`config.mk`:
```
export PLATFORM = sky130hd
export DESIGN_NAME = bps_ctrl
export DESIGN_NICKNAME = d
export VERILOG_FILES = /design/src/design/bilinear_pixel_sampler_defines.svh /design/src/design/bps_pkg.sv /design/src/design/bps_ctrl.sv
export SDC_FILE = /design/constraint.sdc
export NUM_CORES = 1
export LEC_CHECK = 0
export BUFFER_PORTS_ARGS = -buffer_cell sky130_fd_sc_hd__clkbuf_2
export CORE_AREA = 3 3 40 42
export DETAILED_ROUTE_END_ITERATION = 16
export DIE_AREA = 0 0 43 45
export GPL_TIMING_DRIVEN = 1
export PLACE_DENSITY = 0.61
export SLEW_MARGIN = 0
export SYNTH_ARGS = -nofsm -noshare
export SYNTH_HDL_FRONTEND = slang
export SYNTH_SLANG_ARGS = --single-unit
```
`constraint.sdc`:
```
create_clock -name i_clk -period 4.45 [get_ports i_clk]
set_input_delay 0.6675 -clock i_clk [delete_from_list [all_inputs] [get_ports i_clk]]
set_output_delay 0.6675 -clock i_clk [all_outputs]
set_load 0.1 [all_outputs]
```
`src/design/bilinear_pixel_sampler_defines.svh`:
```
// Assertion macros shared by the bilinear pixel sampler.
`ifndef BILINEAR_PIXEL_SAMPLER_DEFINES_SVH
`define BILINEAR_PIXEL_SAMPLER_DEFINES_SVH

// Same-cycle implication, reset masks the check.
`define BPS_ASSERT_IMP(label, clk, rst_n, ante, cons, msg) \
    label: assert property (@(posedge clk) disable iff (!rst_n) (ante) |-> (cons)) \
        else $error(msg);

// Next-cycle implication, reset masks the check.
`define BPS_ASSERT_NXT(label, clk, rst_n, ante, cons, msg) \
    label: assert property (@(posedge clk) disable iff (!rst_n) (ante) |=> (cons)) \
        else $error(msg);

`endif

```
`src/design/bps_pkg.sv`:
```
// Types, sizes and codes shared by the bilinear pixel sampler modules.
`timescale 1ns / 1ps
package bps_pkg;

    localparam int MAX_WIDTH  = 256;
    localparam int MAX_HEIGHT = 256;
    localparam int FRAC_BITS  = 8;

    localparam int COORD_W = 16;
    localparam int PIX_W   = 8;
    localparam int VAL_W   = 16;
    localparam int DIM_W   = 9;
    localparam int INT_W   = COORD_W - FRAC_BITS;

    localparam int DEPTH  = MAX_WIDTH * MAX_HEIGHT;
    localparam int ADDR_W = $clog2(DEPTH);

    // one weight factor holds 0 .. 2^FRAC_BITS
    localparam int FAC_W  = FRAC_BITS + 1;
    localparam int WGT_W  = 2 * FRAC_BITS + 1;
    localparam int PROD_W = PIX_W + WGT_W;
    localparam int SUM_MIN_W = PIX_W + 2 * FRAC_BITS;
    localparam int SUM_W  = (SUM_MIN_W > FRAC_BITS + VAL_W) ? SUM_MIN_W : FRAC_BITS + VAL_W;

    // compare width covers the registers, the coordinates plus one, and the store limits
    localparam int CMP_A = (DIM_W > INT_W + 1) ? DIM_W : INT_W + 1;
    localparam int CMP_B = ($clog2(MAX_WIDTH + 1) > $clog2(MAX_HEIGHT + 1)) ?
                           $clog2(MAX_WIDTH + 1) : $clog2(MAX_HEIGHT + 1);
    localparam int CMP_W = (CMP_A > CMP_B) ? CMP_A : CMP_B;

    localparam logic [DIM_W-1:0] DIM_RESET = DIM_W'(256);

    localparam int CFG_IDX_W = 1;
    localparam logic [CFG_IDX_W-1:0] CFG_IMAGE_WIDTH  = 1'b0;
    localparam logic [CFG_IDX_W-1:0] CFG_IMAGE_HEIGHT = 1'b1;

    localparam logic FUNC_WRITE  = 1'b0;
    localparam logic FUNC_SAMPLE = 1'b1;

    typedef struct packed {
        logic               func;
        logic [COORD_W-1:0] x_coord;
        logic [COORD_W-1:0] y_coord;
        logic [PIX_W-1:0]   pixel_value;
    } t_in_req;

    typedef struct packed {
        logic [VAL_W-1:0] sample_value;
        logic             range_error;
    } t_out_req;

    typedef struct packed {
        logic       load_in;
        logic       wr_en;
        logic       issue_en;
        logic [1:0] corner;
        logic       acc_en;
        logic       out_load;
    } t_dp_cmd;

    typedef struct packed {
        logic func;
        logic range_err;
    } t_dp_status;

endpackage

```
`src/design/bps_ctrl.sv`:
```
// Controller: request sequencing, corner reads and result handoff.
`timescale 1ns / 1ps
module bps_ctrl (
    input  logic                i_clk,
    input  logic                i_rst_n,
    input  logic                i_in_valid,
    output logic                o_in_stall,
    output logic                o_out_valid,
    input  logic                i_out_stall,
    input  bps_pkg::t_dp_status i_status,
    output bps_pkg::t_dp_cmd    o_cmd
);
    import bps_pkg::*;

    typedef enum logic [4:0] {
        S_IDLE  = 5'b00001,
        S_WRITE = 5'b00010,
        S_ISSUE = 5'b00100,
        S_DRAIN = 5'b01000,
        S_DONE  = 5'b10000
    } t_state;

    t_state     r_state, n_state;
    logic [1:0] r_corner, n_corner;
    logic       r_out_valid, n_out_valid;
    logic       accept;
    logic       out_free;

    assign accept   = i_in_valid && (r_state == S_IDLE);
    assign out_free = !r_out_valid || !i_out_stall;

    always_comb begin
        n_state  = r_state;
        n_corner = r_corner;
        o_cmd    = '0;
        o_cmd.corner = r_corner;
        unique case (r_state)
            S_IDLE: begin
                if (accept) begin
                    o_cmd.load_in = 1'b1;
                    n_corner      = 2'd0;
                    if (i_status.range_err) begin
                        n_state = S_DONE;
                    end else if (i_status.func == FUNC_WRITE) begin
                        n_state = S_WRITE;
                    end else begin
                        n_state = S_ISSUE;
                    end
                end
            end
            S_WRITE: begin
                o_cmd.wr_en = 1'b1;
                n_state     = S_DONE;
            end
            S_ISSUE: begin
                // read one corner, fold in the corner read before it
                o_cmd.issue_en = 1'b1;
                o_cmd.acc_en   = (r_corner != 2'd0);
                n_corner       = r_corner + 2'd1;
                if (r_corner == 2'd3) begin
                    n_state = S_DRAIN;
                end
            end
            S_DRAIN: begin
                o_cmd.acc_en = 1'b1;
                n_state      = S_DONE;
            end
            S_DONE: begin
                if (out_free) begin
                    o_cmd.out_load = 1'b1;
                    n_state        = S_IDLE;
                end
            end
            default: begin
                n_state = S_IDLE;
            end
        endcase
    end

    always_comb begin
        if (o_cmd.out_load) begin
            n_out_valid = 1'b1;
        end else if (!i_out_stall) begin
            n_out_valid = 1'b0;
        end else begin
            n_out_valid = r_out_valid;
        end
    end

    always_ff @(posedge i_clk) begin
        if (!i_rst_n) begin
            r_state     <= S_IDLE;
            r_corner    <= 2'd0;
            r_out_valid <= 1'b0;
        end else begin
            r_state     <= n_state;
            r_corner    <= n_corner;
            r_out_valid <= n_out_valid;
        end
    end

    assign o_in_stall  = (r_state != S_IDLE);
    assign o_out_valid = r_out_valid;

endmodule

```
### Yosys cells after proc, flatten, opt, wreduce, memory -nomap -nowiden

Index checks and enable logic that the tools add are counted.

* output and inout port bits: 9
* word-level logic and storage cells: 41
* bits of input ports: 6
* register bits after elaboration: 8

* reduce and logical (&&, ||, !) cells: 9
* muxes and demuxes: 17
* $add $sub $neg: 1
* eq/ne operators: 11

Operators with widths (number)
* $mux 5: 4
* $pmux 5 s4: 1
* $mux 1: 8
* $ne 2x2->1 const B: 3
* $eq 5x1->1 const B: 1
* $eq 5x2->1 const B: 1
* $eq 5x3->1 const B: 1
* $eq 5x4->1 const B: 1
* $eq 5x5->1 const B: 1
* $ne 5x1->1 const B: 1
* $pmux 2 s2: 1
* $reduce_bool 2->1: 2
* $mux 3: 1
* $reduce_and 3->1: 1
* $add 2x1->2 const B: 1
* $eq 2x2->1 const B: 1
* $logic_not 1->1: 2
* $mux 2: 1
* $ne 2x1->1 const B: 1
* $pmux 1 s2: 1
* $reduce_and 2->1: 1
* $reduce_or 2->1: 1
* $logic_and 1x1->1: 1
* $logic_or 1x1->1: 1

### Depth between registers and ports, before layout

* word-level depth: 5
* gate-level depth with buffers: 6
* depth with buffers taken out: 5

### Worst setup path before layout

Ideal clock, no wire load.

* kind: register -> output
* from: register r_corner[0]
* to: output port o_cmd[1] (netlist bit)
* stages on the path, launching flop included: 6
* data required time: 3.783 ns
* setup slack: -0.514 ns
* buffers on the path: 0
* data arrival time: 4.297 ns
* cell sequence: dfxtp_1 -> inv_1 -> ha_1 -> nor3_1 -> a21oi_1 -> nor4_1

RTL lines
* from (decl): line bps_ctrl.sv:24 `logic [1:0] r_corner, n_corner;`
* from (signal assigned): line bps_ctrl.sv:97 `r_corner <= n_corner;`
* to (decl): line bps_ctrl.sv:11 `output bps_pkg::t_dp_cmd o_cmd`

==> run_results.csv <==
group,metric,value,unit
timing,fin_crit_sh,55.06,%
timing,hold_viol,0,
critical_path,crit_buf_inv,1,
critical_path,cpMaxStageDelayCell,"dfxtp_1",
route,ant_nets,0,
status,outcome,"completed",
flow_run,maxCapViolations,0,
timing,finalSetupTns,0,ps
critical_path,cp_cell_sequence,"nand2b_4 -> nor4_1 -> and2_1 -> clkbuf_2",
clock_network,cts-buffers-inserted,3,
critical_path,crit_fanout,9,
global_route,grt_pass1_wl,1918,µm
global_route,grt_max_degree,10,
route,wl,1046,µm
synth,yosys_warnings,0,
floorplanning,die_area,1935,µm²
layout,layout.cells.most_common,"clkbuf_2",
clock_network,tritoncts,"done",
synth,synth_area_per_cell,8.092,µm²
timing,setup_violations,0,
floorplanning,die_y,45,µm
global_route,grt_overflow,0,
min_path,worstHoldPathType,"reg -> reg",
pwr,leakage,0.0002747,µW
placed_design,place_area,570.5,µm²
critical_path,cp.required,3780,ps
clock_network,insertion_delay,250,ps
floorplanning,die_w,43,µm
route,wl_met1,511,µm
global_route,grt_usage,13.27,%
layout,finalNetCount,86,
placed_design,port_buffers,14,
global_route,grt_pass1_vias,437,
critical_path,start_kind,"register",
timing,worst_slew_pin_slew,544.8,ps
clock_network,root_buffer,"clkbuf_4",
clock_network,hold_buffers,0,
synth,ys_seq_area_share,31.92,%
timing,setup_ws,2000,ps
global_route,antenna_found_initial,0,
route,wl_met2,427,µm
floorplanning,core_area,1285,µm²
route,drt_iter0_drc,10,
layout,area_delta_synth_final,18.20,%
critical_path,cp_top_family,"simple AND/OR/NAND/NOR gates",
synth,synthesis.nets,70,
layout,layout-drive-gt1-share,28.95,%
floorplanning,io_pins,15,
clock_network,cts_num_sinks,8,
timing,slew_violations,0,
placed_design,hpwl,834,µm
route,vias,470,
timing,max_freq,408.1,MHz
pwr,peakVddDrop,0.0002665,V
timing,relSlewSlack,63.83,%
clock_network,ctsResizeCount,0,
floorplanning,initial_core_util,39.05,%
timing,fin_worst_skew,4.396,ps
route,first_pass_iters,4,
critical_path,crit_path_max_incr_delay,500,ps
layout,fin_area,593.1,µm²
clock_network,post_cts_buffers,0,
route,detail_route.vias_per_cell,5.165,
clock_network,clkTransAtPathRegs,50,ps
layout,insertedDiodeCount,0,
timing,rsz0062_at_grt,"false",
placed_design,pre_cts_slack,2258,ps
synth,syn_inst,62,
synth,synth-seq-cells,8,
route,highest_layer,"met4",
route,met3_length,79,µm
synth,ys_types,29,
clock_network,cts_max_level,1,
placed_design,place_congestion,0.8736,
floorplanning,std_cell_rows,13,
clock_network,clock_path_buffers,2,
layout,layout_common_cells,"clkbuf_2, dfxtp_1, inv_1, o21ai_0",
synth,synth.cell_area,501.7,µm²
route,drc_errors,0,
timing,min_period,2450,ps
route,post_drt_wl_per_cell,11.49,µm
critical_path,critPathCaptureType,"primary output",
critical_path,arrival,1780,ps
pwr,power_density,345.5,nW/µm²
critical_path,critical_path_class,"reg -> out",
[cell type report]
class / instances / area, µm²
repair buffers: 14 / 70.07
clock buffers: 3 / 22.52
well taps: 15 / 18.77
fillers: 139 / 691.9
multi-input cells: 45 / 299.0
flip-flops and latches: 8 / 160.2
inverters: 6 / 22.52
[flip-flops by register name, indices dropped and copies added, names as in the netlist]
| name | cells |
|---|---|
| r_state | 5 |
| o_out_valid | 1 |
| r_corner | 2 |
[path summary, 6_finish.rpt]
check | end | cells past startpoint | start | slack, ps
worst max-delay path | o_cmd[6] | 4 | r_state[0] | 2000
worst min-delay path | o_out_valid | 2 | o_out_valid | 480
worst max register to register | r_state[3] | 4 | r_state[0] | 2850
worst min register to register | o_out_valid | 2 | o_out_valid | 480
[layer usage]
| metal | up-vias | track usage (%) |
|---|---|---|
| li1 | 251 | - |
| met1 | 199 | 17.72 |
| met2 | 16 | 20.06 |
| met3 | 4 | 2.789 |
| met4 | 0 | 7.229 |
| met5 | - | 0 |
[report_power, final]
| group | switching, µW | leakage [µW] | internal [µW] |
|---|---|---|---|
| Combinational | 47.6 | 0.000196 | 18.9 |
| Sequential | 6.75 | 0.0000650 | 74.9 |
| Clock | 25.8 | 0.0000138 | 31.0 |
| Total | 80.2 | 0.000275 | 125 |
[cells by family (layout without fill, tap and decap cells)]
| group | Yosys count | in the layout | synth area share, % |
|---|---|---|---|
| buffers and inverters | 9 | 23 | 9.724 |
| and+or+nand+nor | 26 | 26 | 32.67 |
| DFF | 8 | 8 | 31.92 |
| adders and majority gates | 2 | 2 | 4.987 |
| AOI/OAI and AO/OA | 17 | 17 | 20.70 |
[synthesized netlist by cell type]
cell type | n | area [µm²]
nand3_1 | 1 | 5.000
dfxtp_1 | 8 | 160.2
nand2b_4 | 1 | 13.76
nor3_1 | 2 | 10.01
a311o_2 | 1 | 11.26
and3b_1 | 1 | 8.760
and2_1 | 1 | 6.260
o32ai_1 | 1 | 8.760
or4b_4 | 1 | 13.76
or3_1 | 1 | 6.260
and3b_2 | 1 | 10.01
o21ai_0 | 6 | 30.03
o22ai_1 | 1 | 6.260
a21oi_1 | 5 | 25.02
nand4_1 | 1 | 6.260
inv_1 | 6 | 22.52
o21a_1 | 2 | 15.01
buf_6 | 1 | 11.26
and3_1 | 2 | 12.51
nand3b_1 | 1 | 7.510
ha_1 | 2 | 25.02
nor4_1 | 2 | 12.51
buf_4 | 2 | 15.01
nand2b_1 | 1 | 6.260
nor2b_1 | 1 | 6.260
nor4b_1 | 1 | 8.760
o211ai_1 | 1 | 7.510
nor2_1 | 3 | 11.26
nand2_1 | 5 | 18.77
[per-stage QoR]
| stage | hold slack [ps] | cells | total power, µW | utilization [%] |
|---|---|---|---|---|
| after global routing | 514.2 | 91 | 215.0 | 46.15 |
| after floorplan | 557.7 | 62 | 140.2 | - |
| after global placement | 476.9 | 88 | 149.5 | 44.40 |
| after detailed placement | 482.2 | 88 | 149.9 | 44.40 |
| after CTS | 487.4 | 91 | 206.1 | 46.15 |
| final | 484.6 | 91 | 204.9 | 46.15 |
[tightest hold or removal path: cells and delay by family (launching register included)]
family,cells,cell delay [ps]
flops,1,320
simple gates,1,60
compound gates,1,50
Note: power is estimated with default switching activity, not from simulation.
